--- config.mk ---
export PLATFORM = sky130hd
export DESIGN_NAME = ple_queue
export DESIGN_NICKNAME = d
export VERILOG_FILES = /design/src/rtl/ple_pkg.sv /design/src/rtl/ple_queue.sv
export SDC_FILE = /design/constraint.sdc
export NUM_CORES = 1
export LEC_CHECK = 0
export BUFFER_PORTS_ARGS = -buffer_cell sky130_fd_sc_hd__buf_2
export CAP_MARGIN = 20
export CORE_MARGIN = 5
export CORE_UTILIZATION = 40
export CTS_CLUSTER_DIAMETER = 200
export CTS_CLUSTER_SIZE = 25
export DETAILED_ROUTE_END_ITERATION = 6
export GPL_TIMING_DRIVEN = 0
export HOLD_SLACK_MARGIN = 0.12
export PLACE_DENSITY = 0.69
export SLEW_MARGIN = 10
export SYNTH_ARGS = -nofsm -noshare
export SYNTH_HDL_FRONTEND = slang
export SYNTH_SLANG_ARGS = --single-unit
--- constraint.sdc ---
create_clock -name clk -period 5.95 [get_ports clk]
set_clock_uncertainty 0.15 [all_clocks]
set_input_delay 0 -clock clk [delete_from_list [all_inputs] [get_ports clk]]
set_output_delay 0 -clock clk [all_outputs]
set_load 0.005 [all_outputs]
--- src/rtl/ple_pkg.sv ---
// ----------------------------------------------------------------------------
// ple_pkg
// shared types and codes for the positional list engine
// ----------------------------------------------------------------------------
package ple_pkg;

  localparam int unsigned DATA_W = 32;
  localparam int unsigned POS_W  = 16;
  // queue fields wide enough for any list depth up to 65536
  localparam int unsigned QW     = 17;

  typedef enum logic [2:0] {
    CMD_COUNT  = 3'd0,
    CMD_INSERT = 3'd1,
    CMD_READ   = 3'd2,
    CMD_REMOVE = 3'd3,
    CMD_MOVE   = 3'd4,
    CMD_MAX    = 3'd5
  } cmd_t;

  typedef enum logic [2:0] {
    OP_ANSWER,
    OP_READ,
    OP_INSERT,
    OP_REMOVE,
    OP_MOVE,
    OP_MAX
  } back_op_t;

  typedef struct packed {
    back_op_t          op;
    logic [QW-1:0]     pos;
    logic [QW-1:0]     cnt;
    logic [DATA_W-1:0] data;
  } item_t;

  typedef struct packed {
    logic idle;
    logic pop;
  } back_stat_t;

  typedef enum logic [3:0] {
    B_IDLE,
    B_RDRD,
    B_RDOUT,
    B_MVRD,
    B_MVLD,
    B_SHRD,
    B_SHWR,
    B_FINW,
    B_MXRD,
    B_MXCMP
  } bstate_t;

endpackage

--- src/rtl/ple_queue.sv ---
// ----------------------------------------------------------------------------
// ple_queue
// two-entry job queue between front and back
// ----------------------------------------------------------------------------
module ple_queue (
  input  logic           clk,
  input  logic           rst,
  input  logic           push,
  input  ple_pkg::item_t din,
  input  logic           pop,
  output ple_pkg::item_t head,
  output logic           empty,
  output logic           full
);
  import ple_pkg::*;

  item_t      slots [2];
  logic       wptr;
  logic       rptr;
  logic [1:0] used;

  assign empty = (used == 2'd0);
  assign full  = (used == 2'd2);
  assign head  = slots[rptr];

  always_ff @(posedge clk) begin
    if (push) begin
      slots[wptr] <= din;
    end
  end

  always_ff @(posedge clk) begin
    if (rst) begin
      wptr <= 1'b0;
      rptr <= 1'b0;
      used <= 2'd0;
    end else begin
      if (push) begin
        wptr <= ~wptr;
      end
      if (pop) begin
        rptr <= ~rptr;
      end
      used <= used + 2'(push) - 2'(pop);
    end
  end

endmodule

==> reports/results.ini <==
[setup_path]
worstPathArrival_ns = 2.10
path_class = flop to flop
start_kind = flop
slowest_stage = dlygate4sd3_1
crit_chain = inv_1, ha_1, inv_1, ha_1, xnor3_1, nor2_1, dlygate4sd3_1
cpPeakStageDelay_ns = 0.55
worstPathRequired_ns = 6.09
path_max_fanout = 3
cp-end-kind = flop

[drt]
wl_per_cell_um = 15.9
drt_pass1_iterations = 4
via_per_inst = 4.45
final_antenna_net_count = 0
vias = 2935
drt_iter0_drc = 148
drt-met1-wl_um = 3940
route.met3.wl_um = 644
drcViolationCount = 0
top_layer = met4
wl_met2_um = 5630
wl_um = 10500

[clock_network]
clock_latency_ns = 0.41
h-tree-depth = 4
cts_resized = 0
cts_num_sinks = 143
max-clock-path-buffers = 2
hold_buffers = 73
cts_root_buf = clkbuf_16
cts.clk_slew.worst_paths_ns = 0.06
cts_tree = done
cts_buffers = 17
cts_setup_buffers = 0

[pwr]
powerDensity_mw_per_mm2 = 320
p_leak_nw = 2.88
total_power_mw = 2.41
ir_drop_mv = 0.178

[logic_synthesis]
yosysWarnings = 0
synth-seq-cells = 143
seq_area_frac_synth_pct = 81.0
avgSynthCellArea_sq_um = 22.2
syn_area_sq_mm = 0.00524
yosysUniqueCellTypes = 14
synthesis.instances = 236
syn-num-nets = 311

[global_route]
gr-usage-all-layers_pct = 14.2
overflow = 0
grt_pass1_wl_um = 16800
grt_pass1_vias = 3339
grt_antenna_before_repair = 0
grt_max_degree = 41

[place]
dp_slack_ns = 4.21
placed_cells = 554
placed_area_sq_mm = 0.00625
dp_hpwl_um = 6770
place_congestion = 0.697
port_buffers = 143

[timing]
maxSlewViolCount = 0
setup_ws_ns = 3.99
fmax_mhz = 511
fin_crit_sh_pct = 32.9
rsz0062_at_grt = no
worstMarginPinSlew_ns = 0.754
finalCriticalPeriod_ns = 1.96
max_slew_margin_pct = 49.6
setup_viol = 0
tns_ns = 0
hold_viol = 0

[floorplan]
io_pins = 144
die_area_sq_mm = 0.0155
die_y_um = 124
die_w_um = 124
rows = 41
start_util_pct = 41.2
core_area_sq_mm = 0.0127

[cells_and_area]
final_common_cell = buf_2
layout-drive-gt1-share_pct = 52.8
fin_nets = 549
area_delta_synth_final_pct = 43.4
final_cell_mix = buf_2 (148), edfxtp_1 (138), dlygate4sd3_1 (73), mux2_2 (59), clkbuf_16 (17)
stdcell_area_sq_mm = 0.00751
num_antenna_cells = 0
fillers = 995
final_cells = 659

[status]
status = finished clean

[flow_run]
cap_violations = 0

[worst_hold_path]
hold_path_class = primary input to flop

==> stage by stage <==
stage               hold WS, ns  util, %
floorplan               -0.0784        -
finish                    0.160     59.0
global route              0.139     59.0
global placement         0.0381     48.5
CTS                       0.139     59.0
detailed placement       0.0411     49.1
==> per-layer routing <==
layer  vias up  global-route usage, %
met3        18                   5.70
met5         -                      0
met4         0                   6.58
met2        98                   25.2
met1      1409                   14.6
li1       1410                      -
==> power breakdown <==
part / total [mW] / internal (mW) / switching, mW
logic: 0.287 / 0.166 / 0.121
registers: 1.19 / 1.18 / 0.0159
clock network: 0.927 / 0.538 / 0.389
total: 2.41 / 1.88 / 0.526
==> registers in the layout (all words and copies together), names as in the netlist, named ones only <==
register and flops:
wptr 1, rptr 1, slots 138, used 2
==> critical path, delay by kind of cell (launching register included) <==
family | cells | cell delay, ns
AND/OR/NAND/NOR | 1 | 0.04
flip-flops | 1 | 0.35
buffers and inverters | 3 | 0.65
XOR/XNOR | 1 | 0.19
adder cells (fa/ha/maj) | 2 | 0.44
==> layout make-up <==
class | count | area, sq um | share of cell area [%]
clock inverters | 14 | 96.3 | 1.28
clock buffers | 18 | 439 | 5.85
inverters | 2 | 7.51 | 0.0999
multi-input cells | 83 | 933 | 12.4
repair buffers | 219 | 1510 | 20.2
plain buffers | 8 | 62.6 | 0.833
flip-flops and latches | 143 | 4240 | 56.5
well taps | 172 | 215 | 2.86
==> path summary, 6_finish.rpt <==
path | to | slack (ns) | cells past startpoint | startpoint
worst min register to register | rptr | 0.37 | 2 | rptr
worst max register to register | used[1] | 3.99 | 7 | used[0]
worst min-delay path | slots[0][67] | 0.16 | 2 | din[67]
worst max-delay path | used[1] | 3.99 | 7 | used[0]
==> logic make-up after synthesis <==
| group | after synthesis | synth area share, % |
|---|---|---|
| mux | 69 | 15.6 |
| xor+xnor | 3 | 0.764 |
| buf+inv | 10 | 1.34 |
| flops | 143 | 81.0 |
| fa+ha+maj | 2 | 0.478 |
| simple gates | 9 | 0.836 |
==> synth_stat cells <==
cell type / count / area, sq um
edfxtp_1: 138 / 4140
mux2_2: 59 / 664
mux2_4: 10 / 150
buf_2: 5 / 25.0
dfxtp_1: 5 / 100
nor2_1: 5 / 18.8
nor2b_1: 3 / 18.8
buf_6: 2 / 22.5
ha_1: 2 / 25.0
inv_1: 2 / 7.51
xnor2_1: 2 / 17.5
and2_1: 1 / 6.26
buf_8: 1 / 15.0
xnor3_1: 1 / 22.5
(Power assumes the default switching activity.)
