`src/rtl/ple_pkg.sv`:
```
// ----------------------------------------------------------------------------
// ple_pkg
// shared types and codes for the positional list engine
// ----------------------------------------------------------------------------
package ple_pkg;

  localparam int unsigned DATA_W = 32;
  localparam int unsigned POS_W  = 16;
  // queue fields wide enough for any list depth up to 65536
  localparam int unsigned QW     = 17;

  typedef enum logic [2:0] {
    CMD_COUNT  = 3'd0,
    CMD_INSERT = 3'd1,
    CMD_READ   = 3'd2,
    CMD_REMOVE = 3'd3,
    CMD_MOVE   = 3'd4,
    CMD_MAX    = 3'd5
  } cmd_t;

  typedef enum logic [2:0] {
    OP_ANSWER,
    OP_READ,
    OP_INSERT,
    OP_REMOVE,
    OP_MOVE,
    OP_MAX
  } back_op_t;

  typedef struct packed {
    back_op_t          op;
    logic [QW-1:0]     pos;
    logic [QW-1:0]     cnt;
    logic [DATA_W-1:0] data;
  } item_t;

  typedef struct packed {
    logic idle;
    logic pop;
  } back_stat_t;

  typedef enum logic [3:0] {
    B_IDLE,
    B_RDRD,
    B_RDOUT,
    B_MVRD,
    B_MVLD,
    B_SHRD,
    B_SHWR,
    B_FINW,
    B_MXRD,
    B_MXCMP
  } bstate_t;

endpackage

```
`src/rtl/ple_front.sv`:
```
// ----------------------------------------------------------------------------
// ple_front
// checks each command against the running count and turns it into a job; a command with a bad position is dropped
// ----------------------------------------------------------------------------
module ple_front #(
  parameter int unsigned DEPTH = 256,
  parameter int unsigned CW    = 9
) (
  input  logic                 clk,
  input  logic                 rst,
  input  logic                 take,
  input  logic [2:0]           cmd,
  input  logic [15:0]          pos,
  input  logic [31:0]          value,
  output logic                 push,
  output ple_pkg::item_t       item,
  output logic [CW-1:0]        count
);
  import ple_pkg::*;

  logic [CW-1:0] count_next;
  logic          neg;
  logic [QW-1:0] pw;
  logic [QW-1:0] cq;

  assign neg = pos[15];
  assign pw  = QW'(pos[14:0]);
  assign cq  = QW'(count);

  always_comb begin
    push       = 1'b0;
    count_next = count;
    item.op    = OP_ANSWER;
    item.pos   = pw;
    item.cnt   = cq;
    item.data  = value;
    if (take) begin
      unique case (cmd)
        CMD_COUNT: begin
          push      = 1'b1;
          item.data = DATA_W'(count);
        end
        CMD_INSERT: begin
          if (!neg && pw <= cq && cq < QW'(DEPTH)) begin
            push       = 1'b1;
            item.op    = OP_INSERT;
            count_next = count + CW'(1);
          end
        end
        CMD_READ: begin
          if (!neg) begin
            push = 1'b1;
            if (pw >= cq) begin
              item.data = '1;
            end else begin
              item.op = OP_READ;
            end
          end
        end
        CMD_REMOVE: begin
          if (!neg && pw < cq) begin
            push       = 1'b1;
            item.op    = OP_REMOVE;
            count_next = count - CW'(1);
          end
        end
        CMD_MOVE: begin
          if (!neg && pw < cq) begin
            push    = 1'b1;
            item.op = OP_MOVE;
          end
        end
        CMD_MAX: begin
          push = 1'b1;
          if (count == '0) begin
            item.data = '1;
          end else begin
            item.op = OP_MAX;
          end
        end
        default: ;
      endcase
    end
  end

  always_ff @(posedge clk) begin
    if (rst) begin
      count <= '0;
    end else begin
      count <= count_next;
    end
  end

endmodule

```
`config.mk`:
```
export PLATFORM = sky130hd
export DESIGN_NAME = ple_front
export DESIGN_NICKNAME = d
export VERILOG_FILES = /design/src/rtl/ple_pkg.sv /design/src/rtl/ple_front.sv
export SDC_FILE = /design/constraint.sdc
export NUM_CORES = 1
export LEC_CHECK = 0
export BUFFER_PORTS_ARGS = -buffer_cell sky130_fd_sc_hd__buf_4
export CAP_MARGIN = 20
export CORE_ASPECT_RATIO = 1.4
export CORE_UTILIZATION = 43
export DETAILED_ROUTE_END_ITERATION = 16
export GPL_ROUTABILITY_DRIVEN = 0
export HOLD_SLACK_MARGIN = 0.1
export MAX_ROUTING_LAYER = met4
export PLACE_DENSITY = 0.84
export REMOVE_ABC_BUFFERS = 1
export SLEW_MARGIN = 20
export SYNTH_ARGS = -nofsm -noshare
export SYNTH_HDL_FRONTEND = slang
export SYNTH_SLANG_ARGS = --single-unit
```
`constraint.sdc`:
```
create_clock -name clk -period 3.7 [get_ports clk]
set_input_delay 0.74 -clock clk [delete_from_list [all_inputs] [get_ports clk]]
set_output_delay 0.74 -clock clk [all_outputs]
set_load 0.02 [all_outputs]
```
==> results by group, run 1 <==
Outcome
  • Status: completed

Synth
  • Synth warn: 0
  • Mapped cell area: 0.00195 mm²
  • Top_reg_cell synth: dfxtp_1
  • Post-synthesis instance total: 287
  • EDFF count, synth: 0
  • Netlist cell types: 47
  • Async S/R FF share, synth: 0
  • Syn Area/Cell: 6.78 µm²
  • Post-synthesis register bit count: 9
  • Seq/Total Area, Yosys: 0.0926

Global route
  • First-pass GRT wire length: 9.49 mm
  • Vias in the first global route: 2007
  • Tot GR Track Use: 0.255
  • Antenna violations before repair: 0
  • Gr ovfl total: 0
  • Largest net degree at the start of global routing: 42

Critical path
  • Number of cells on the critical path: 9
  • Critical path type: primary input to primary output
  • RR Startpoint: count[8]
  • CP delay by family, top: compound AO/OA/AOI/OAI gates
  • Worst reg2reg setup slack: 0.99 ns
  • FF-to-FF End: count[4]
  • CP max stage delay: 0.35 ns
  • Worst Path Required: 2.96 ns
  • CP cell instances: buf_4 > ha_1 > a211o_1 > a21oi_1 > buf_4 > a21o_1 > nand3_1 > o41ai_1 > buf_4
  • Critical path buffer and inverter count: 3
  • CP Capture Type: primary output
  • Arr. time, crit path: 2.59 ns
  • Reg2Reg Depth: 8
  • Critical path's slowest cell: o41ai_1
  • Worst Setup Start Kind: primary input
  • Cell mode on critical path: buf_4
  • Crit path max fanout: 4

Floorplanning
  • Row Count: 28
  • Chip width: 58.9 µm
  • Core footprint: 0.00427 mm²
  • Initial core utilization: 0.455
  • Die area: 0.00480 mm²
  • Die Y: 81.6 µm
  • IO Pins: 133

Timing
  • Final Setup Violations: 0
  • Fmax: 300 MHz
  • Final hold vios: 0
  • Slew Limit Fails: 0
  • Period utilization: 0.901
  • Final WS setup: 0.366 ns
  • Fin Clk Skew: 0.00615 ns
  • Relative slew slack: 0.459
  • Unrepaired setup endpoints after global routing: false
  • Slew @ Worst Pin: 0.812 ns
  • Final min period: 3.33 ns

Routing
  • Drt initial violations: 135
  • Routed vias: 2429
  • DR WL/cell: 14.1 µm
  • DRC viols: 0
  • Antenna Violating Nets Remaining: 0
  • Vias per inst: 5.56
  • Drt pass-1 iters: 4
  • Routed WL: 6.16 mm

Clock tree
  • CTS root buffer: clkbuf_8
  • CTS Buf Count: 3
  • CTS resizes: 0
  • Clk_lat worst skew: 0.23 ns
  • H-tree depth: 1
  • Hold_buf cts: 0
  • Setup bufs post-CTS: 0
  • Clk slew on worst S/H paths: 0.04 ns
  • CTS tree: done
  • Max Buffers Root-to-Sink: 2
  • Clock sink count: 9

Hold path
  • Hold Path Cell Cnt: 2
  • Hold endpoint: count[3]
  • Hold path start: count[3]
  • Hold WC Path Type: register to register

Layout
  • Most frequent cells in the layout: buf_4, a21oi_1, o21ai_1, o21ai_0, ha_1
  • Util after Layout: 0.648
  • Commonest non-fill, non-tap cell in the layout: buf_4
  • Non-Filler Instances: 437
  • Antenna fix cells: 0
  • Fin nets: 449
  • Synthesis-to-layout area growth: 42.3%
  • Ratio of cells with drive above 1 in the final layout: 0.374
  • Most flop-heavy register: count
  • Largest registers: count: 9 flops
  • Largest register FFs: 9

Place
  • DP Cell Count: 433
  • DP HPWL: 5.02 mm
  • Port Buffers: 122
  • Post-place setup slack: 0.351 ns

Power and ir drop
  • P_leak: 1.26 nW
  • Worst vdd ir: 0.106 mV
  • PD cells: 166 mW/mm²

Run
  • Max Cap Viol: 0
## Yosys cell counts (3+ instances only)
cell type | count | area, µm²
nand4_1 | 5 | 31.3
nor2_1 | 16 | 60.1
o21ai_1 | 24 | 120
nor4_1 | 4 | 25.0
nand3_1 | 11 | 55.1
nor2b_1 | 3 | 18.8
a21o_1 | 4 | 30.0
dfxtp_1 | 9 | 180
inv_1 | 14 | 52.6
o21ai_0 | 19 | 95.1
clkbuf_1 | 19 | 71.3
nand2b_1 | 3 | 18.8
buf_4 | 34 | 255
nand2_1 | 7 | 26.3
ha_1 | 16 | 200
a211oi_1 | 9 | 67.6
nor3_1 | 8 | 40.0
xor2_1 | 3 | 26.3
o2111ai_1 | 4 | 35.0
o21a_1 | 3 | 22.5
a21oi_1 | 38 | 190
## layout make-up
type	count	area, µm²
flip-flops and latches	9	180
well taps	60	75.1
inverters	14	52.6
fillers	401	1510
multi-input cells	219	1430
repair buffers	131	983
clock buffers	4	45.0
## per-layer routing
metal | share of wire | track usage | wire length (µm)
met1 | 0.40 | 0.313 | 2480
met2 | 0.51 | 0.457 | 3160
met3 | 0.079 | 0.0268 | 489
met4 | 0.0052 | 0.0286 | 32
met5 | 0 | - | 0
## power breakdown
part | switching (mW) | total (mW) | internal [mW]
logic | 0.137 | 0.250 | 0.114
registers | 0.0000518 | 0.0974 | 0.0973
clock network | 0.0370 | 0.112 | 0.0749
## cell families after synthesis
group / share of synthesized area
compound gates: 0.359
simple gates: 0.212
buf+inv: 0.197
fa+ha+maj: 0.113
flops: 0.0926
xor+xnor: 0.0180
other cells: 0.00193
mux: 0.00514
## tightest hold or removal path, cell delays in order (launching register included)
cell and delay [ns]:
dfxtp_1 0.34, o21ai_1 0.09, a21oi_1 0.06
## through the flow
step	power, mW	hold WS (ns)	cell area [µm²]	TNS (ns)
final	0.460	0.547	2770	0
after detailed placement	0.349	0.544	2720	0
after global routing	0.483	0.581	2770	0
after global placement	0.347	0.533	2720	0
after CTS	0.460	0.548	2770	0
after floorplan	0.206	0.678	1650	-29.25
## how the worst max path moves through the flow
stage                start  endpoint  slack (ns)
floorplan           pos[4]   item[0]       -1.02
global placement    pos[4]  item[66]        0.36
detailed placement  pos[4]  item[10]        0.35
CTS                 pos[4]  item[10]        0.35
global route        pos[4]   item[8]        0.19
finish              pos[4]  item[66]        0.37
Power figures use the tool's default switching activity.
==> run 2, diff against run 1 <==
--- a/config.mk
+++ b/config.mk
@@ -8,12 +8,13 @@
 export BUFFER_PORTS_ARGS = -buffer_cell sky130_fd_sc_hd__buf_4
 export CAP_MARGIN = 20
 export CORE_ASPECT_RATIO = 1.4
-export CORE_UTILIZATION = 43
+export CORE_UTILIZATION = 44
+export CTS_BUF_LIST = sky130_fd_sc_hd__clkbuf_4 sky130_fd_sc_hd__clkbuf_8
 export DETAILED_ROUTE_END_ITERATION = 16
 export GPL_ROUTABILITY_DRIVEN = 0
 export HOLD_SLACK_MARGIN = 0.1
 export MAX_ROUTING_LAYER = met4
-export PLACE_DENSITY = 0.84
+export PLACE_DENSITY = 0.85
 export REMOVE_ABC_BUFFERS = 1
 export SLEW_MARGIN = 20
 export SYNTH_ARGS = -nofsm -noshare
==> run 2 against run 1 <==
Against the previous run: clock skew down 0.0011 ns; clock power up 13%; first-iteration DRC count up 29%; via count down 2.0%; combinational power down 2%; highest routed layer unchanged; die area down 2.2%; global-route usage down 0.97 points; largest cell class unchanged; power up 2.3%; flip-flop and latch count unchanged; critical endpoint is now item[3]; final cell count down 0.69%.
==> results by group, run 2 (same netlist as run 1, synthesis figures left out) <==
Outcome
  • Status: completed

Timing
  • Fin Clk Skew: 0.00502 ns (-0.00113 ns)
  • Unrepaired setup endpoints after global routing: false
  • Period utilization: 0.940 (+0.0388)
  • Relative slew slack: 0.588 (+0.130)
  • Final min period: 3.48 ns (+0.144 ns)
  • Slew Limit Fails: 0 (unchanged)
  • Setup TNS: 0 ns (unchanged)
  • Fmax: 288 MHz (-4.1%)
  • Final hold vios: 0 (unchanged)
  • Final Setup Violations: 0 (unchanged)
  • Slew @ Worst Pin: 0.612 ns (-0.200 ns)

Floorplanning
  • Die area: 0.00470 mm² (-2.2%)
  • Die Y: 80.7 µm (-1.1%)
  • Initial core utilization: 0.459 (+0.00376)
  • Chip width: 58.2 µm (-1.1%)
  • Core footprint: 0.00424 mm² (-0.82%)
  • IO Pins: 133 (unchanged)
  • Row Count: 28 (unchanged)

Critical path
  • Crit path max fanout: 32 (+28)
  • Worst reg2reg setup slack: 1.05 ns (+0.06 ns)
  • Worst Path Required: 2.96 ns (about the same)
  • CP Capture Type: primary output
  • Worst Setup Start Kind: primary input
  • Critical path type: primary input to primary output
  • Arr. time, crit path: 2.74 ns (+0.15 ns)

Clock tree
  • Setup bufs post-CTS: 0 (unchanged)
  • Max Buffers Root-to-Sink: 2 (unchanged)
  • CTS root buffer: clkbuf_8
  • CTS Buf Count: 3 (unchanged)
  • H-tree depth: 1 (unchanged)
  • CTS tree: done
  • Clk slew on worst S/H paths: 0.04 ns (about the same)
  • Clock sink count: 9 (unchanged)
  • Hold_buf cts: 0 (unchanged)
  • CTS resizes: 0 (unchanged)
  • Clk_lat worst skew: 0.24 ns (about the same)

Layout
  • Antenna fix cells: 0 (unchanged)
  • Synthesis-to-layout area growth: 41.9%
  • Non-Filler Instances: 434 (-0.69%)
  • Most frequent cells in the layout: buf_4, a21oi_1, o21ai_1, o21ai_0, ha_1
  • Fin nets: 446 (-0.67%)
  • Commonest non-fill, non-tap cell in the layout: buf_4
  • Most flop-heavy register: count
  • Util after Layout: 0.651 (+0.00388)
  • Final instance area: 0.00276 mm² (-0.23%)
  • Largest register FFs: 9 (unchanged)
  • Largest registers: count: 9 flops
  • Ratio of cells with drive above 1 in the final layout: 0.372 (-0.00235)

Routing
  • Drt pass-1 iters: 4 (unchanged)
  • Drt initial violations: 174 (+29%)
  • Routed vias: 2381 (-2.0%)
  • DRC viols: 0 (unchanged)
  • Routed WL: 5.88 mm (-4.6%)
  • Antenna Violating Nets Remaining: 0 (unchanged)
  • Vias per inst: 5.49 (-1.3%)
  • DR WL/cell: 13.5 µm (-3.9%)

Global route
  • Gr ovfl total: 0 (unchanged)
  • Vias in the first global route: 2050 (+2.1%)
  • Tot GR Track Use: 0.245 (-0.00968)
  • Antenna violations before repair: 0 (unchanged)
  • Met3 Track Usage GR: 0.0354 (+0.00866)
  • Met1 GRT Util: 0.259 (-0.0545)
  • Largest net degree at the start of global routing: 42 (unchanged)
  • Gr busiest metal: met2
  • Met2 Usage GRT: 0.468 (+0.0110)
  • First-pass GRT wire length: 9.05 mm (-4.7%)

Place
  • Cell Area, Placed: 0.00271 mm² (-0.37%)
  • Port Buffers: 122 (unchanged)
  • DP HPWL: 4.69 mm (-6.5%)
  • DP Cell Count: 430 (-0.69%)

Power and ir drop
  • PD cells: 170 mW/mm² (+2.6%)
  • P_leak: 1.25 nW (-0.38%)
  • Cell-internal power: 0.293 mW (+2.4%)
  • Sw frac: 0.378 (about the same)
  • Total Power: 0.470 mW (+2.3%)
  • Worst vdd ir: 0.135 mV (+27%)
  • P_sw: 0.178 mW (+2.3%)
  • Comb power frac: 0.524 (-0.021)
  • Reg power frac: 0.207 (-0.005)
  • Fraction of power consumed by the clock network: 0.270 (+0.027)

Run
  • Max Cap Viol: 0 (unchanged)

Hold path
  • Hold WC Path Type: register to register
run 2: cell types whose count changed in the layout (fill, tap and decap cells not counted):
cell      previous run  this run
clkbuf_1             1         0
buf_12               0         1
clkbuf_4             0         1
buf_4              131       127
run 2: final timing paths:
check / startpoint / end / cells after the start
setup reg to reg: count[8] / count[4] / 7
setup / recovery: pos[4] / item[3] / 9
hold / removal: count[4] / count[4] / 2
hold reg to reg: count[4] / count[4] / 2
run 2: critical path: stages:
cell and delay [ns]:
buf_4 0.11, ha_1 0.31, a211o_1 0.29, a21oi_1 0.33, a21oi_1 0.18, o31ai_4 0.27
buf_12 0.21, o21ai_0 0.11, buf_4 0.18
run 2: metrics by stage:
stage                     hold slack [ns]  setup slack [ns]
final                               0.550             0.223
after global routing                0.596            0.0999
after CTS                           0.550             0.247
after detailed placement            0.542             0.245
after global placement              0.538             0.315
after floorplan                     0.678             -1.02
run 2: layout make-up:
| class | instances | area (µm²) |
|---|---|---|
| multi-input combinational | 219 | 1430 |
| inverter | 14 | 52.6 |
| tap | 60 | 75.1 |
| clock buffer | 4 | 48.8 |
| sequential | 9 | 180 |
| timing repair buffer | 128 | 973 |
| fill | 403 | 1480 |
run 2: power by group through the flow:
stage / Sequential [mW] / Combinational (mW) / Clock [mW]
finish: 0.0973 / 0.246 / 0.127
global placement: 0.0991 / 0.242 / 0
CTS: 0.0973 / 0.246 / 0.126
detailed placement: 0.0991 / 0.246 / 0
global route: 0.0971 / 0.265 / 0.131
floorplan: 0.0992 / 0.107 / 0
run 2: routing by layer:
layer,share of wire,vias up
met5,0,-
met4,0.010,0
met3,0.066,6
met2,0.55,92
met1,0.38,1098
li1,-,1185
